**src/rtl/sdsh_pkg.sv**
```systemverilog
// ----------------------------------------------------------------------------
// SD SPI host sequencer package
// Types, phase codes and constants shared by the sequencer files.
// ----------------------------------------------------------------------------
package sdsh_pkg;

  localparam int unsigned BLOCK_BYTES_DEF = 512;
  localparam int unsigned IDLE_BYTES_DEF  = 10;

  typedef enum logic [2:0] {
    CMD_INIT  = 3'd0,
    CMD_READ  = 3'd1,
    CMD_WRITE = 3'd2,
    CMD_RX    = 3'd3,
    CMD_TICK  = 3'd4
  } cmd_t;

  typedef enum logic [4:0] {
    PH_IDLE, PH_PRE, PH_GO, PH_IFC, PH_R7, PH_HCS, PH_HCS_T, PH_OCRC, PH_OCR,
    PH_PROBE, PH_LOOP, PH_LOOP_T, PH_BLEN, PH_RDC, PH_RDTOK, PH_RDDAT, PH_RDCRC,
    PH_WRC, PH_WRGAP, PH_WRTOK, PH_WRDAT, PH_WRCRC, PH_WRRSP, PH_BUSY, PH_BUSY_T
  } phase_t;

  typedef enum logic [1:0] {
    REG_INIT_POLL  = 2'd0,
    REG_TOKEN_POLL = 2'd1,
    REG_BUSY_POLL  = 2'd2,
    REG_RESP_POLL  = 2'd3
  } reg_idx_t;

  localparam logic [2:0] KIND_NONE   = 3'd0;
  localparam logic [2:0] KIND_MMC    = 3'd1;
  localparam logic [2:0] KIND_SD1    = 3'd2;
  localparam logic [2:0] KIND_SD2_BY = 3'd3;
  localparam logic [2:0] KIND_SD2_BL = 3'd4;

  localparam logic [7:0] CODE_CMD0   = 8'h40;
  localparam logic [7:0] CODE_CMD8   = 8'h48;
  localparam logic [7:0] CODE_CMD1   = 8'h41;
  localparam logic [7:0] CODE_CMD16  = 8'h50;
  localparam logic [7:0] CODE_CMD17  = 8'h51;
  localparam logic [7:0] CODE_CMD24  = 8'h58;
  localparam logic [7:0] CODE_CMD58  = 8'h7A;
  localparam logic [7:0] CODE_ACMD41 = 8'hE9;
  localparam logic [7:0] CODE_CMD55  = 8'h77;
  localparam logic [31:0] ARG_IFC    = 32'h0000_01AA;
  localparam logic [31:0] ARG_HCS    = 32'h4000_0000;
  localparam logic [7:0] CRC_CMD0    = 8'h95;
  localparam logic [7:0] CRC_CMD8    = 8'h87;
  localparam logic [7:0] TOKEN_START = 8'hFE;
  localparam logic [7:0] DRESP_OK    = 8'h05;
  localparam logic [7:0] DRESP_MASK  = 8'h1F;
  localparam logic [7:0] R7_ECHO     = 8'hAA;

  typedef struct packed {
    logic [2:0]  cmd;
    logic [31:0] sector;
    logic [7:0]  rx_byte;
    logic [7:0]  write_byte;
  } in_word_t;

  typedef struct packed {
    logic       tx_valid;
    logic [7:0] tx_byte;
    logic       chip_select_high;
    logic       want_write_byte;
    logic       read_valid;
    logic [7:0] read_byte;
    logic       wait_tick;
    logic       done_res;
    logic       failed;
    logic [2:0] card_kind;
  } out_word_t;

endpackage

```
**src/rtl/sdsh_stream_if.sv**
```systemverilog
// ----------------------------------------------------------------------------
// SD SPI host sequencer stream interface
// Valid/ready channel that carries one word of a given type.
// ----------------------------------------------------------------------------
interface sdsh_stream_if #(parameter type word_t = logic);
  logic  valid;
  logic  ready;
  word_t data;
  modport source (output valid, output data, input ready);
  modport sink (input valid, input data, output ready);
endinterface

```
**src/rtl/sd_card_spi_host_sequencer.sv**
```systemverilog
// ----------------------------------------------------------------------------
// SD card SPI-mode host sequencer
// Steps the SD SPI protocol one byte exchange per input word.
//
// Channel  Dir  Handshake     Word
// in_      in   valid/ready   cmd, sector, rx_byte, write_byte
// out_     out  valid/ready   one result word per input word
// cfg_     in   APB read/write poll limits
//
// Each word is processed into the result register, so one word per cycle
// is sustained while the skid is empty. The result register and a one-word
// skid register decouple the sides; input ready depends only on the skid.
// Reset is synchronous and restores the register defaults and idle state.
// ----------------------------------------------------------------------------
module sd_card_spi_host_sequencer #(
  parameter int unsigned BLOCK_BYTES = sdsh_pkg::BLOCK_BYTES_DEF,
  parameter int unsigned IDLE_BYTES  = sdsh_pkg::IDLE_BYTES_DEF
) (
  input  logic        clk,
  input  logic        rst_n,
  sdsh_stream_if.sink   in_ch,
  sdsh_stream_if.source out_ch,
  input  logic        cfg_psel,
  input  logic        cfg_penable,
  input  logic        cfg_pwrite,
  input  logic [3:0]  cfg_paddr,
  input  logic [31:0] cfg_pwdata,
  output logic [31:0] cfg_prdata,
  output logic        cfg_pready
);
  import sdsh_pkg::*;

  localparam int CW = $clog2(BLOCK_BYTES + 1);

  logic [15:0] init_lim_r, tok_lim_r, busy_lim_r;
  logic [3:0]  resp_lim_r;

  phase_t      phase_r, phase_nxt;
  logic [2:0]  kind_r, kind_nxt;
  logic [31:0] addr_r, addr_nxt;
  logic [CW-1:0] bcnt_r, bcnt_nxt;
  logic [15:0] poll_r, poll_nxt;
  logic [3:0]  tries_r, tries_nxt;
  logic [7:0]  pend_r, pend_nxt;
  logic [1:0]  ocr_r, ocr_nxt;
  logic        incmd_r, incmd_nxt, app_r, app_nxt;
  logic        otx_r, otx_nxt, ocs_r, ocs_nxt, owant_r, owant_nxt, otick_r, otick_nxt;
  logic [7:0]  obyte_r, obyte_nxt;

  out_word_t res, main_r, skid_r;
  logic main_v_r, skid_v_r;
  logic acc;

  assign cfg_pready = 1'b1;
  always_comb begin
    case (reg_idx_t'(cfg_paddr[3:2]))
      REG_INIT_POLL:  cfg_prdata = {16'd0, init_lim_r};
      REG_TOKEN_POLL: cfg_prdata = {16'd0, tok_lim_r};
      REG_BUSY_POLL:  cfg_prdata = {16'd0, busy_lim_r};
      REG_RESP_POLL:  cfg_prdata = {28'd0, resp_lim_r};
      default:        cfg_prdata = 32'd0;
    endcase
  end

  always_ff @(posedge clk) begin
    if (!rst_n) begin
      init_lim_r <= 16'd10000;
      tok_lim_r  <= 16'd40000;
      busy_lim_r <= 16'd5000;
      resp_lim_r <= 4'd10;
    end else if (cfg_psel && cfg_penable && cfg_pwrite && cfg_paddr[1:0] == 2'd0) begin
      case (reg_idx_t'(cfg_paddr[3:2]))
        REG_INIT_POLL:  init_lim_r <= cfg_pwdata[15:0];
        REG_TOKEN_POLL: tok_lim_r  <= cfg_pwdata[15:0];
        REG_BUSY_POLL:  busy_lim_r <= cfg_pwdata[15:0];
        REG_RESP_POLL:  resp_lim_r <= cfg_pwdata[3:0];
        default: ;
      endcase
    end
  end

  assign in_ch.ready = !skid_v_r;
  assign acc = in_ch.valid && in_ch.ready;

  function automatic logic [7:0] frame_byte(input logic [CW-1:0] idx, input logic app,
                                            input logic [7:0] pend, input logic [31:0] arg0);
    logic [7:0]  code;
    logic [31:0] arg;
    code = app ? CODE_CMD55 : {1'b0, pend[6:0]};
    arg  = app ? 32'd0 : arg0;
    case (idx)
      CW'(1):  frame_byte = code;
      CW'(2):  frame_byte = arg[31:24];
      CW'(3):  frame_byte = arg[23:16];
      CW'(4):  frame_byte = arg[15:8];
      CW'(5):  frame_byte = arg[7:0];
      default: frame_byte = (code == CODE_CMD0) ? CRC_CMD0 :
                            ((code == CODE_CMD8) ? CRC_CMD8 : 8'h01);
    endcase
  endfunction

  always_comb begin
    in_word_t   w;
    logic       rv, done, fl;
    logic [7:0] rb;
    logic       have_res;
    logic [7:0] rsp;
    logic [15:0] pdec;

    w = in_ch.data;
    phase_nxt = phase_r; kind_nxt = kind_r; addr_nxt = addr_r; bcnt_nxt = bcnt_r;
    poll_nxt = poll_r; tries_nxt = tries_r; pend_nxt = pend_r; ocr_nxt = ocr_r;
    incmd_nxt = incmd_r; app_nxt = app_r;
    otx_nxt = otx_r; obyte_nxt = obyte_r; ocs_nxt = ocs_r; owant_nxt = owant_r;
    otick_nxt = otick_r;
    rv = 1'b0; rb = 8'd0; done = 1'b0; fl = 1'b0;
    have_res = 1'b0; rsp = 8'd0;
    pdec = poll_r - 16'd1;

    if (phase_r == PH_IDLE) begin
      otx_nxt = 1'b0; obyte_nxt = 8'd0; ocs_nxt = 1'b1; owant_nxt = 1'b0; otick_nxt = 1'b0;
      if (w.cmd == CMD_INIT) begin
        kind_nxt = KIND_NONE; incmd_nxt = 1'b0; app_nxt = 1'b0;
        phase_nxt = PH_PRE; bcnt_nxt = '0;
        otx_nxt = 1'b1; obyte_nxt = 8'hFF; ocs_nxt = 1'b1;
      end else if (w.cmd == CMD_READ || w.cmd == CMD_WRITE) begin
        phase_nxt = (w.cmd == CMD_READ) ? PH_RDC : PH_WRC;
        pend_nxt  = (w.cmd == CMD_READ) ? CODE_CMD17 : CODE_CMD24;
        addr_nxt  = (kind_r == KIND_SD2_BL) ? w.sector : {w.sector[22:0], 9'd0};
        app_nxt = 1'b0; incmd_nxt = 1'b1; bcnt_nxt = '0;
        otx_nxt = 1'b1; obyte_nxt = 8'hFF; ocs_nxt = 1'b0;
      end
    end else if (phase_r == PH_HCS_T || phase_r == PH_LOOP_T || phase_r == PH_BUSY_T) begin
      if (w.cmd == CMD_TICK) begin
        poll_nxt = pdec;
        otx_nxt = 1'b1; obyte_nxt = 8'hFF; ocs_nxt = 1'b0; owant_nxt = 1'b0; otick_nxt = 1'b0;
        if (pdec == 16'd0) begin
          phase_nxt = PH_IDLE; incmd_nxt = 1'b0; app_nxt = 1'b0;
          otx_nxt = 1'b0; obyte_nxt = 8'd0; ocs_nxt = 1'b1; done = 1'b1; fl = 1'b1;
          if (phase_r != PH_BUSY_T) kind_nxt = KIND_NONE;
        end else if (phase_r == PH_BUSY_T) begin
          phase_nxt = PH_BUSY;
        end else begin
          phase_nxt = (phase_r == PH_HCS_T) ? PH_HCS : PH_LOOP;
          pend_nxt  = (phase_r == PH_HCS_T || kind_r == KIND_SD1) ?
                      CODE_ACMD41 : CODE_CMD1;
          addr_nxt  = (phase_r == PH_HCS_T) ? ARG_HCS : 32'd0;
          app_nxt = (phase_r == PH_HCS_T || kind_r == KIND_SD1);
          incmd_nxt = 1'b1; bcnt_nxt = '0;
        end
      end
    end else if (w.cmd == CMD_RX) begin
      // Default request: another 0xFF with the card selected.
      otx_nxt = 1'b1; obyte_nxt = 8'hFF; ocs_nxt = 1'b0; owant_nxt = 1'b0; otick_nxt = 1'b0;
      if (incmd_r) begin
        if (bcnt_r < CW'(6)) begin
          bcnt_nxt = bcnt_r + CW'(1);
          obyte_nxt = frame_byte(bcnt_r + CW'(1), app_r, pend_r, addr_r);
        end else if (bcnt_r == CW'(6)) begin
          bcnt_nxt = CW'(7); tries_nxt = 4'd0;
        end else if (w.rx_byte[7] && tries_r < resp_lim_r) begin
          tries_nxt = tries_r + 4'd1;
        end else if (app_r && w.rx_byte <= 8'd1) begin
          app_nxt = 1'b0; bcnt_nxt = '0;
        end else begin
          app_nxt = 1'b0; incmd_nxt = 1'b0; have_res = 1'b1; rsp = w.rx_byte;
        end
      end else begin
        case (phase_r)
          PH_PRE: begin
            bcnt_nxt = bcnt_r + CW'(1);
            if (bcnt_r + CW'(1) < CW'(IDLE_BYTES)) ocs_nxt = 1'b1;
            else begin
              phase_nxt = PH_GO; pend_nxt = CODE_CMD0; addr_nxt = 32'd0;
              app_nxt = 1'b0; incmd_nxt = 1'b1; bcnt_nxt = '0;
            end
          end
          PH_R7: begin
            if (bcnt_r == CW'(2) && w.rx_byte == 8'h01) ocr_nxt[1] = 1'b1;
            if (bcnt_r >= CW'(3)) begin
              if ((ocr_r[1] || (bcnt_r == CW'(2) && w.rx_byte == 8'h01))
                  && w.rx_byte == R7_ECHO && init_lim_r != 16'd0) begin
                poll_nxt = init_lim_r;
                phase_nxt = PH_HCS; pend_nxt = CODE_ACMD41; addr_nxt = ARG_HCS;
                app_nxt = 1'b1; incmd_nxt = 1'b1; bcnt_nxt = '0;
              end else begin
                if ((ocr_r[1]) && w.rx_byte == R7_ECHO) poll_nxt = init_lim_r;
                kind_nxt = KIND_NONE; phase_nxt = PH_IDLE; done = 1'b1; fl = 1'b1;
                otx_nxt = 1'b0; obyte_nxt = 8'd0; ocs_nxt = 1'b1;
              end
            end else bcnt_nxt = bcnt_r + CW'(1);
          end
          PH_OCR: begin
            if (bcnt_r == '0 && w.rx_byte[6]) ocr_nxt[0] = 1'b1;
            if (bcnt_r >= CW'(3)) begin
              kind_nxt = ocr_r[0] ? KIND_SD2_BL : KIND_SD2_BY;
              phase_nxt = PH_IDLE; done = 1'b1;
              otx_nxt = 1'b0; obyte_nxt = 8'd0; ocs_nxt = 1'b1;
            end else bcnt_nxt = bcnt_r + CW'(1);
          end
          PH_RDTOK: begin
            if (w.rx_byte == 8'hFF && poll_r != 16'd0) poll_nxt = pdec;
            else if (w.rx_byte == TOKEN_START) begin
              phase_nxt = PH_RDDAT; bcnt_nxt = '0;
            end else begin
              phase_nxt = PH_IDLE; done = 1'b1; fl = 1'b1;
              otx_nxt = 1'b0; obyte_nxt = 8'd0; ocs_nxt = 1'b1;
            end
          end
          PH_RDDAT: begin
            rv = 1'b1; rb = w.rx_byte;
            bcnt_nxt = bcnt_r + CW'(1);
            if (bcnt_r + CW'(1) >= CW'(BLOCK_BYTES)) begin
              phase_nxt = PH_RDCRC; bcnt_nxt = '0;
            end
          end
          PH_RDCRC: begin
            if (bcnt_r == '0) bcnt_nxt = CW'(1);
            else begin
              phase_nxt = PH_IDLE; done = 1'b1;
              otx_nxt = 1'b0; obyte_nxt = 8'd0; ocs_nxt = 1'b1;
            end
          end
          PH_WRGAP: begin
            phase_nxt = PH_WRTOK; obyte_nxt = TOKEN_START; owant_nxt = 1'b1;
          end
          PH_WRTOK: begin
            phase_nxt = PH_WRDAT; bcnt_nxt = CW'(1);
            obyte_nxt = w.write_byte; owant_nxt = (BLOCK_BYTES > 1);
          end
          PH_WRDAT: begin
            if (bcnt_r < CW'(BLOCK_BYTES)) begin
              bcnt_nxt = bcnt_r + CW'(1);
              obyte_nxt = w.write_byte;
              owant_nxt = (bcnt_r + CW'(1)) < CW'(BLOCK_BYTES);
            end else begin
              phase_nxt = PH_WRCRC; bcnt_nxt = '0; obyte_nxt = 8'h00;
            end
          end
          PH_WRCRC: begin
            if (bcnt_r == '0) begin
              bcnt_nxt = CW'(1); obyte_nxt = 8'h00;
            end else phase_nxt = PH_WRRSP;
          end
          PH_WRRSP: begin
            if ((w.rx_byte & DRESP_MASK) == DRESP_OK && busy_lim_r != 16'd0) begin
              poll_nxt = busy_lim_r; phase_nxt = PH_BUSY;
            end else begin
              if ((w.rx_byte & DRESP_MASK) == DRESP_OK) poll_nxt = busy_lim_r;
              phase_nxt = PH_IDLE; done = 1'b1; fl = 1'b1;
              otx_nxt = 1'b0; obyte_nxt = 8'd0; ocs_nxt = 1'b1;
            end
          end
          default: begin
            if (w.rx_byte == 8'hFF) begin
              phase_nxt = PH_IDLE; done = 1'b1;
              otx_nxt = 1'b0; obyte_nxt = 8'd0; ocs_nxt = 1'b1;
            end else begin
              phase_nxt = PH_BUSY_T;
              otx_nxt = 1'b0; obyte_nxt = 8'd0; otick_nxt = 1'b1;
            end
          end
        endcase
      end

      if (have_res) begin
        case (phase_r)
          PH_GO: begin
            if (rsp == 8'd1) begin
              phase_nxt = PH_IFC; pend_nxt = CODE_CMD8; addr_nxt = ARG_IFC;
              app_nxt = 1'b0; incmd_nxt = 1'b1; bcnt_nxt = '0;
            end else begin
              kind_nxt = KIND_NONE; phase_nxt = PH_IDLE; done = 1'b1; fl = 1'b1;
            end
          end
          PH_IFC: begin
            if (rsp == 8'd1) begin
              phase_nxt = PH_R7; bcnt_nxt = '0; ocr_nxt = 2'd0;
            end else begin
              phase_nxt = PH_PROBE; pend_nxt = CODE_ACMD41; addr_nxt = 32'd0;
              app_nxt = 1'b1; incmd_nxt = 1'b1; bcnt_nxt = '0;
            end
          end
          PH_PROBE: begin
            kind_nxt = (rsp <= 8'd1) ? KIND_SD1 : KIND_MMC;
            poll_nxt = init_lim_r;
            if (init_lim_r == 16'd0) begin
              kind_nxt = KIND_NONE; phase_nxt = PH_IDLE; done = 1'b1; fl = 1'b1;
            end else begin
              phase_nxt = PH_LOOP; addr_nxt = 32'd0; bcnt_nxt = '0; incmd_nxt = 1'b1;
              pend_nxt = (rsp <= 8'd1) ? CODE_ACMD41 : CODE_CMD1;
              app_nxt = (rsp <= 8'd1);
            end
          end
          PH_LOOP: begin
            if (rsp == 8'd0) begin
              phase_nxt = PH_BLEN; pend_nxt = CODE_CMD16; addr_nxt = 32'(BLOCK_BYTES);
              app_nxt = 1'b0; incmd_nxt = 1'b1; bcnt_nxt = '0;
            end else begin
              phase_nxt = PH_LOOP_T; otx_nxt = 1'b0; obyte_nxt = 8'd0; otick_nxt = 1'b1;
            end
          end
          PH_BLEN: begin
            phase_nxt = PH_IDLE; done = 1'b1; fl = (rsp != 8'd0);
            if (rsp != 8'd0) kind_nxt = KIND_NONE;
          end
          PH_HCS: begin
            if (rsp == 8'd0) begin
              phase_nxt = PH_OCRC; pend_nxt = CODE_CMD58; addr_nxt = 32'd0;
              app_nxt = 1'b0; incmd_nxt = 1'b1; bcnt_nxt = '0;
            end else begin
              phase_nxt = PH_HCS_T; otx_nxt = 1'b0; obyte_nxt = 8'd0; otick_nxt = 1'b1;
            end
          end
          PH_OCRC: begin
            if (rsp == 8'd0) begin
              phase_nxt = PH_OCR; bcnt_nxt = '0; ocr_nxt = 2'd0;
            end else begin
              kind_nxt = KIND_NONE; phase_nxt = PH_IDLE; done = 1'b1; fl = 1'b1;
            end
          end
          PH_RDC: begin
            if (rsp == 8'd0) begin
              phase_nxt = PH_RDTOK; poll_nxt = tok_lim_r;
            end else begin
              phase_nxt = PH_IDLE; done = 1'b1; fl = 1'b1;
            end
          end
          default: begin
            if (rsp == 8'd0) phase_nxt = PH_WRGAP;
            else begin
              phase_nxt = PH_IDLE; done = 1'b1; fl = 1'b1;
            end
          end
        endcase
        if (done) begin
          otx_nxt = 1'b0; obyte_nxt = 8'd0; ocs_nxt = 1'b1; app_nxt = 1'b0;
          incmd_nxt = 1'b0;
        end
      end
    end

    res.tx_valid = otx_nxt;
    res.tx_byte = obyte_nxt;
    res.chip_select_high = ocs_nxt;
    res.want_write_byte = owant_nxt;
    res.read_valid = rv;
    res.read_byte = rb;
    res.wait_tick = otick_nxt;
    res.done_res = done;
    res.failed = fl;
    res.card_kind = kind_nxt;
  end

  always_ff @(posedge clk) begin
    if (!rst_n) begin
      phase_r <= PH_IDLE; kind_r <= KIND_NONE; addr_r <= 32'd0; bcnt_r <= '0;
      poll_r <= 16'd0; tries_r <= 4'd0; pend_r <= 8'd0; ocr_r <= 2'd0;
      incmd_r <= 1'b0; app_r <= 1'b0;
      otx_r <= 1'b0; obyte_r <= 8'd0; ocs_r <= 1'b1; owant_r <= 1'b0; otick_r <= 1'b0;
    end else if (acc) begin
      phase_r <= phase_nxt; kind_r <= kind_nxt; addr_r <= addr_nxt; bcnt_r <= bcnt_nxt;
      poll_r <= poll_nxt; tries_r <= tries_nxt; pend_r <= pend_nxt; ocr_r <= ocr_nxt;
      incmd_r <= incmd_nxt; app_r <= app_nxt;
      otx_r <= otx_nxt; obyte_r <= obyte_nxt; ocs_r <= ocs_nxt; owant_r <= owant_nxt;
      otick_r <= otick_nxt;
    end
  end

  // Output register with a one-word skid stage behind it.
  always_ff @(posedge clk) begin
    if (!rst_n) begin
      main_v_r <= 1'b0;
      skid_v_r <= 1'b0;
    end else begin
      if (!main_v_r || out_ch.ready) begin
        if (skid_v_r) begin
          main_v_r <= 1'b1; main_r <= skid_r; skid_v_r <= acc;
          if (acc) skid_r <= res;
        end else begin
          main_v_r <= acc;
          if (acc) main_r <= res;
        end
      end else if (acc) begin
        skid_v_r <= 1'b1; skid_r <= res;
      end
    end
  end

  assign out_ch.valid = main_v_r;
  assign out_ch.data  = main_r;

  a_skid_only_when_stalled: assert property (@(posedge clk) disable iff (!rst_n)
    $rose(skid_v_r) |-> $past(main_v_r && !out_ch.ready)) else $error("skid misuse");
  a_tick_no_tx: assert property (@(posedge clk) disable iff (!rst_n)
    otick_r |-> !otx_r) else $error("tick and byte both requested");
  a_idle_cs_high: assert property (@(posedge clk) disable iff (!rst_n)
    phase_r == PH_IDLE |-> ocs_r && !otx_r) else $error("idle with card selected");

endmodule
```
**src/flat_wrapper.sv**
```systemverilog
// flat-port wrapper written by rule: the top's interface ports become plain ports
module sd_card_spi_host_sequencer_flat import sdsh_pkg::*;
#(
  parameter int unsigned BLOCK_BYTES = sdsh_pkg::BLOCK_BYTES_DEF,
  parameter int unsigned IDLE_BYTES  = sdsh_pkg::IDLE_BYTES_DEF
)
  (clk, rst_n, cfg_psel, cfg_penable, cfg_pwrite, cfg_paddr, cfg_pwdata, cfg_prdata, cfg_pready, in_ch_valid, in_ch_data, in_ch_ready, out_ch_valid, out_ch_data, out_ch_ready);
  sdsh_stream_if in_ch_i ();
  sdsh_stream_if out_ch_i ();
  input  logic clk;
  input  logic rst_n;
  input  logic cfg_psel;
  input  logic cfg_penable;
  input  logic cfg_pwrite;
  input  logic [3:0] cfg_paddr;
  input  logic [31:0] cfg_pwdata;
  output logic [31:0] cfg_prdata;
  output logic cfg_pready;
  input wire logic [$bits(in_ch_i.valid)-1:0] in_ch_valid;
  input wire logic [$bits(in_ch_i.data)-1:0] in_ch_data;
  output wire logic [$bits(in_ch_i.ready)-1:0] in_ch_ready;
  output wire logic [$bits(out_ch_i.valid)-1:0] out_ch_valid;
  output wire logic [$bits(out_ch_i.data)-1:0] out_ch_data;
  input wire logic [$bits(out_ch_i.ready)-1:0] out_ch_ready;
  assign in_ch_i.valid = in_ch_valid;
  assign in_ch_i.data = in_ch_data;
  assign in_ch_ready = in_ch_i.ready;
  assign out_ch_valid = out_ch_i.valid;
  assign out_ch_data = out_ch_i.data;
  assign out_ch_i.ready = out_ch_ready;
  sd_card_spi_host_sequencer #(.BLOCK_BYTES(BLOCK_BYTES), .IDLE_BYTES(IDLE_BYTES)) u_core (.clk(clk), .rst_n(rst_n), .in_ch(in_ch_i), .out_ch(out_ch_i), .cfg_psel(cfg_psel), .cfg_penable(cfg_penable), .cfg_pwrite(cfg_pwrite), .cfg_paddr(cfg_paddr), .cfg_pwdata(cfg_pwdata), .cfg_prdata(cfg_prdata), .cfg_pready(cfg_pready));
endmodule
```
**config.mk**
```make
export PLATFORM = sky130hd
export DESIGN_NAME = sd_card_spi_host_sequencer_flat
export DESIGN_NICKNAME = d
export VERILOG_FILES = /design/src/rtl/sdsh_pkg.sv /design/src/rtl/sdsh_stream_if.sv /design/src/rtl/sd_card_spi_host_sequencer.sv /design/src/flat_wrapper.sv
export SDC_FILE = /design/constraint.sdc
export NUM_CORES = 1
export LEC_CHECK = 0
export ABC_AREA = 1
export BUFFER_PORTS_ARGS = -buffer_cell sky130_fd_sc_hd__buf_2
export CAP_MARGIN = 10
export CORE_AREA = 2 2 84 86
export CTS_CLUSTER_DIAMETER = 120
export DETAILED_ROUTE_END_ITERATION = 6
export DIE_AREA = 0 0 86 88
export PLACE_DENSITY = 0.82
export SYNTH_ARGS = -nofsm -noshare
export SYNTH_HDL_FRONTEND = slang
export SYNTH_SLANG_ARGS = --single-unit
```
**constraint.sdc**
```tcl
create_clock -name clk -period 1.2 [get_ports clk]
set_input_delay 0.24 -clock clk [delete_from_list [all_inputs] [get_ports clk]]
set_output_delay 0.24 -clock clk [all_outputs]
set_load 0.1 [all_outputs]
```
* Word level (Yosys, flattened, before mapping)
Cells that the tools add are included.
** Storage, ports and cells
- Register bits after elaboration :: 97
- Bits of input ports :: 44
- Output and inout bits :: 36
- Word-level logic and storage cells :: 63
** Cells by class
- Eq/ne operators :: 4
- Multiplexer cells :: 16
- Reduce and logical (&&, ||, !) cells :: 19
** Operators with widths (number)
- $pmux 32 s4 :: 1
- $mux 26 :: 3
- $reduce_and 2->1 :: 6
- $mux 1 :: 10
- $mux 8 :: 1
- $logic_not 5->1 :: 1
- $eq 2x2->1 const B :: 2
- $logic_and 1x1->1 :: 4
- $logic_not 2->1 :: 2
- $reduce_bool 2->1 :: 2
- $mux 3 :: 1
- $reduce_and 3->1 :: 1
- $eq 2x1->1 const B :: 1
- $logic_not 1->1 :: 2
- $ne 2x1->1 const B :: 1
- $logic_or 1x1->1 :: 1

* Logic depth before layout (Yosys ltp)
- Depth after elaboration :: 5
- Depth in mapped cells :: 8
- Mapped depth without buffers :: 6

* Worst setup path before layout
Ideal clock, no wire load.
- Kind :: in2out
- From :: input port cfg_paddr[3]
- To :: output port cfg_prdata[14]
- Arrival time :: 2244 ps
- Required time :: 960 ps
- Slack :: -1284 ps
- Cell stages on the path :: 3
- Buffers on the path :: 0
- Cells stage by stage :: nor2_2 inv_1 o221ai_1
** On the way
- Word-level cells in the longest chain between the ends :: 2
- Elaborated cells on any way between the ends :: 5
- Classes of those cells :: 3 x eq/ne; 1 x mux; 1 x reduce/logical
** Ends and longest elaborated chain
- start, declared :: RTL line flat_wrapper.sv:15 : input logic [3:0] cfg_paddr;
- $eq 2x2->1, or another cell as far along :: RTL line sd_card_spi_host_sequencer.sv:56 : case (reg_idx_t'(cfg_paddr[3:2]))
- $pmux 32 s4 * :: RTL line sd_card_spi_host_sequencer.sv:56
- end, declared :: RTL line flat_wrapper.sv:17 : output logic [31:0] cfg_prdata;
Mark *: on every way between the ends. The rest lies on a longest branch, timed or not. The select of a mux whose other input is x is not followed.

* Worst setup path in the final report
- From :: input port cfg_paddr[3]
- To :: output port cfg_prdata[15]
Same word-level chain as after synthesis.

==> reports/metrics.yaml <==
rrSetupSlack_ns: 0.16
outcome: "complete, but fails checks"
wl_per_cell_um: 15.04
ys_seq_area_share_pct: 37.68
insertion_delay_ns: 0.34
drv_cap: 0
reg2reg_depth: 3
synth_seq_cells: 58
violations: "negative setup slack"
cts.sinks: 58
antenna_found_initial: 0
r2r_start: "u_core.out_ch.valid$_SDFFE_PN0N_"
setup_tns_ns: -5.223
numCtsBuffers: 9
wl_um: 9595
fmax_mhz: 675.1
io_buffer_count: 45
synthSimpleGateAreaFrac_pct: 37.13
rsz0062_at_grt: "true"
startpoint_type: "input port"
hold_viol: 0
syn_inst: 472
min_path_cells: 3
cts.htree.levels: 3
grt.total_usage_pct: 23.99
num_antenna_cells: 0
fp.dieW_um: 86
route.detailed.drc: 0
clockBufferDepth: 2
finalMaxSlewViolations: 0
clk_pin_slew_ns: 0.06
cp.required_ns: 0.96
r2r-end: "u_core.skid_r[0]$_DFFE_PP_"
initial_core_util_pct: 47.18
area_growth_pct: 44.51
viasPerCell: 5.315
min_period_ns: 1.481
ys_warn_count: 0
end_kind: "primary output"
synthXorXnorAreaFrac_pct: 0
die_h_um: 88
cts-root-buf: "clkbuf_8"
drive_gt1_share_pct: 31.90
setup_ws_ns: -0.2812
setup-violations-final: 34
gp_congestion: 0.8307
grt_pass1_wl_um: 14260
hp-start: "out_ch_ready"
cp_max_fo: 6
die_area_um2: 7568
hold_buffers: 0
synth_compound_area_share_pct: 4.032
grt-ovfl-total: 0
hold_path.class: "in2reg"
critical_path_class: "in2out"
timing.final.crit_share_pct: 123.4
hold_path_end: "u_core.skid_v_r$_SDFFE_PN0P_"
drtIter0Drc: 389
fin_skew_ns: 0.0001534
drtPass1Iterations: 6
synth_area_um2: 3134
synthAdderAreaFrac_pct: 0
hpwlAfterDp_um: 5400
grt_max_degree: 25
postPlaceCellArea_um2: 4018
p_per_area_nw_per_um2: 1054
cts_tree: "built"
synth.distinct_cells: 23
avgSynthCellArea_um2: 6.640
arrival_ns: 1.24
vias: 3391
leakagePower_nw: 2.200
muxShareOfSynthArea_pct: 0
core_area_um2: 6644
stdcell_area_um2: 4529
ant_nets: 0
fin_nets: 597
ir_worst_vdd_mv: 0.5783
synth_top_family_by_area: "simple AND/OR/NAND/NOR gates"
std_cell_rows: 30
io_pins: 80
grt_pass1_vias: 3145
-- where the power goes --
part	internal, mW	switching, mW	total (mW)	leakage [nW]
Clock	0.730	0.804	1.53	0.0795
Sequential	1.96	0.0148	1.97	0.473
Combinational	0.403	0.867	1.27	1.65
-- cells in the mapped netlist --
| cell type | count | area [µm²] |
|---|---|---|
| inv_2 | 1 | 3.750 |
| buf_6 | 3 | 33.78 |
| o2111ai_1 | 2 | 17.52 |
| nand4_1 | 54 | 337.8 |
| nand2_1 | 128 | 480.5 |
| o221ai_1 | 3 | 26.28 |
| nor3_1 | 1 | 5.000 |
| buf_2 | 17 | 85.08 |
| o211ai_1 | 9 | 67.56 |
| conb_1 | 2 | 7.510 |
| clkbuf_1 | 2 | 7.510 |
| o21ai_0 | 3 | 15.01 |
| dfxtp_1 | 56 | 1121 |
| nor2_1 | 42 | 157.7 |
| nand3_4 | 3 | 52.55 |
| nor2_2 | 1 | 6.260 |
| buf_4 | 19 | 142.6 |
| inv_1 | 98 | 367.9 |
| or2_2 | 1 | 6.260 |
| buf_1 | 4 | 15.01 |
| nor2_4 | 2 | 22.52 |
| edfxtp_1 | 2 | 60.06 |
| nand3_1 | 19 | 95.09 |
-- sequential cells by signal (all words and copies together), names as in the netlist --
signal	flops
u_core.init_lim_r	16
u_core.phase_r	1
u_core.kind_r	1
u_core.skid_r	1
u_core.out_ch.data	1
u_core.skid_v_r	1
u_core.tok_lim_r	16
u_core.busy_lim_r	16
u_core.out_ch.valid	1
u_core.resp_lim_r	4
-- placed cells by master (no fill, tap or decap), types with 2 or more instances in the layout --
master and n:
buf_4 37, nand3_4 5, buf_8 3, nor2_1 40, nand2_4 6, conb_1 17
o211ai_1 9, buf_6 5, o21ai_0 3, clkinvlp_4 3, o221ai_2 2, edfxtp_1 2
buf_12 28, nor2_4 5, dfxtp_1 52, dfxtp_2 3, inv_2 12, inv_1 85
clkbuf_16 2, o2111ai_4 2, nand2_1 102, nand2_2 20, nand4_1 54, buf_2 24
nand3_2 4, clkinv_2 3, clkbuf_8 9, nand3_1 14
-- how the worst max path moves through the flow --
stage / start / endpoint / slack (ns) / cells after the start
2_1_floorplan: cfg_paddr[3] / cfg_prdata[11] / -1.07 / 3
3_3_place_gp: cfg_paddr[3] / cfg_prdata[4] / -0.32 / 7
3_5_place_dp: cfg_paddr[3] / cfg_prdata[13] / -0.32 / 7
4_1_cts: u_core.init_lim_r[15]$_SDFFE_PN0P_ / cfg_prdata[15] / -0.25 / 3
5_1_grt: cfg_paddr[3] / cfg_prdata[6] / -0.32 / 8
6_report: cfg_paddr[3] / cfg_prdata[15] / -0.28 / 8
-- cell type report --
class / instances / area [µm²]
repair buffers: 99 / 1110
well taps: 80 / 100.1
fillers: 490 / 2115
multi-input cells: 286 / 1592
clock buffers: 10 / 127.6
clock inverters: 6 / 33.78
flip-flops and latches: 58 / 1189
inverters: 99 / 377.9
-- kinds of logic after synthesis --
family	Yosys count
buffers and inverters	144
AOI/OAI and AO/OA	17
other	2
DFF	58
and+or+nand+nor	251
-- through the flow --
step	setup WS, ns	power [mW]	instances	utilization [%]	hold slack (ns)
final	-0.2812	4.775	638	68.17	0.1729
after detailed placement	-0.3247	3.159	603	60.47	0.4432
after CTS	-0.2505	4.733	632	66.05	0.1667
after global placement	-0.3231	3.145	603	60.47	0.4378
after floorplan	-1.066	2.814	487	-	0.4112
after global routing	-0.3168	4.931	638	68.17	0.1790
-- repair_timing --
action | 4_1_cts | 5_1_grt
cloned | 1 | 2
hold endpoints to repair | 0 | 0
endpoints found under the setup margin | 17 | 34
pin swaps | 14 | 23
setup buffers | 12 | 8
resized for setup | 25 | 36
-- worst max-delay path, stage by stage --
cell and delay, ns:
buf_8 0.09, clkinvlp_4 0.10, nor2_4 0.14, buf_6 0.14
buf_12 0.11, nand2_2 0.04, o211ai_1 0.16, buf_12 0.22
-- metal layers --
layer	up-vias	global-route usage (%)	routed length (µm)
met2	211	40.38	4797
met4	0	12.41	261
met1	1544	29.27	3808
met3	30	4.524	727
li1	1606	-	-
met5	-	0	0
Power figures use the tool's default switching activity.
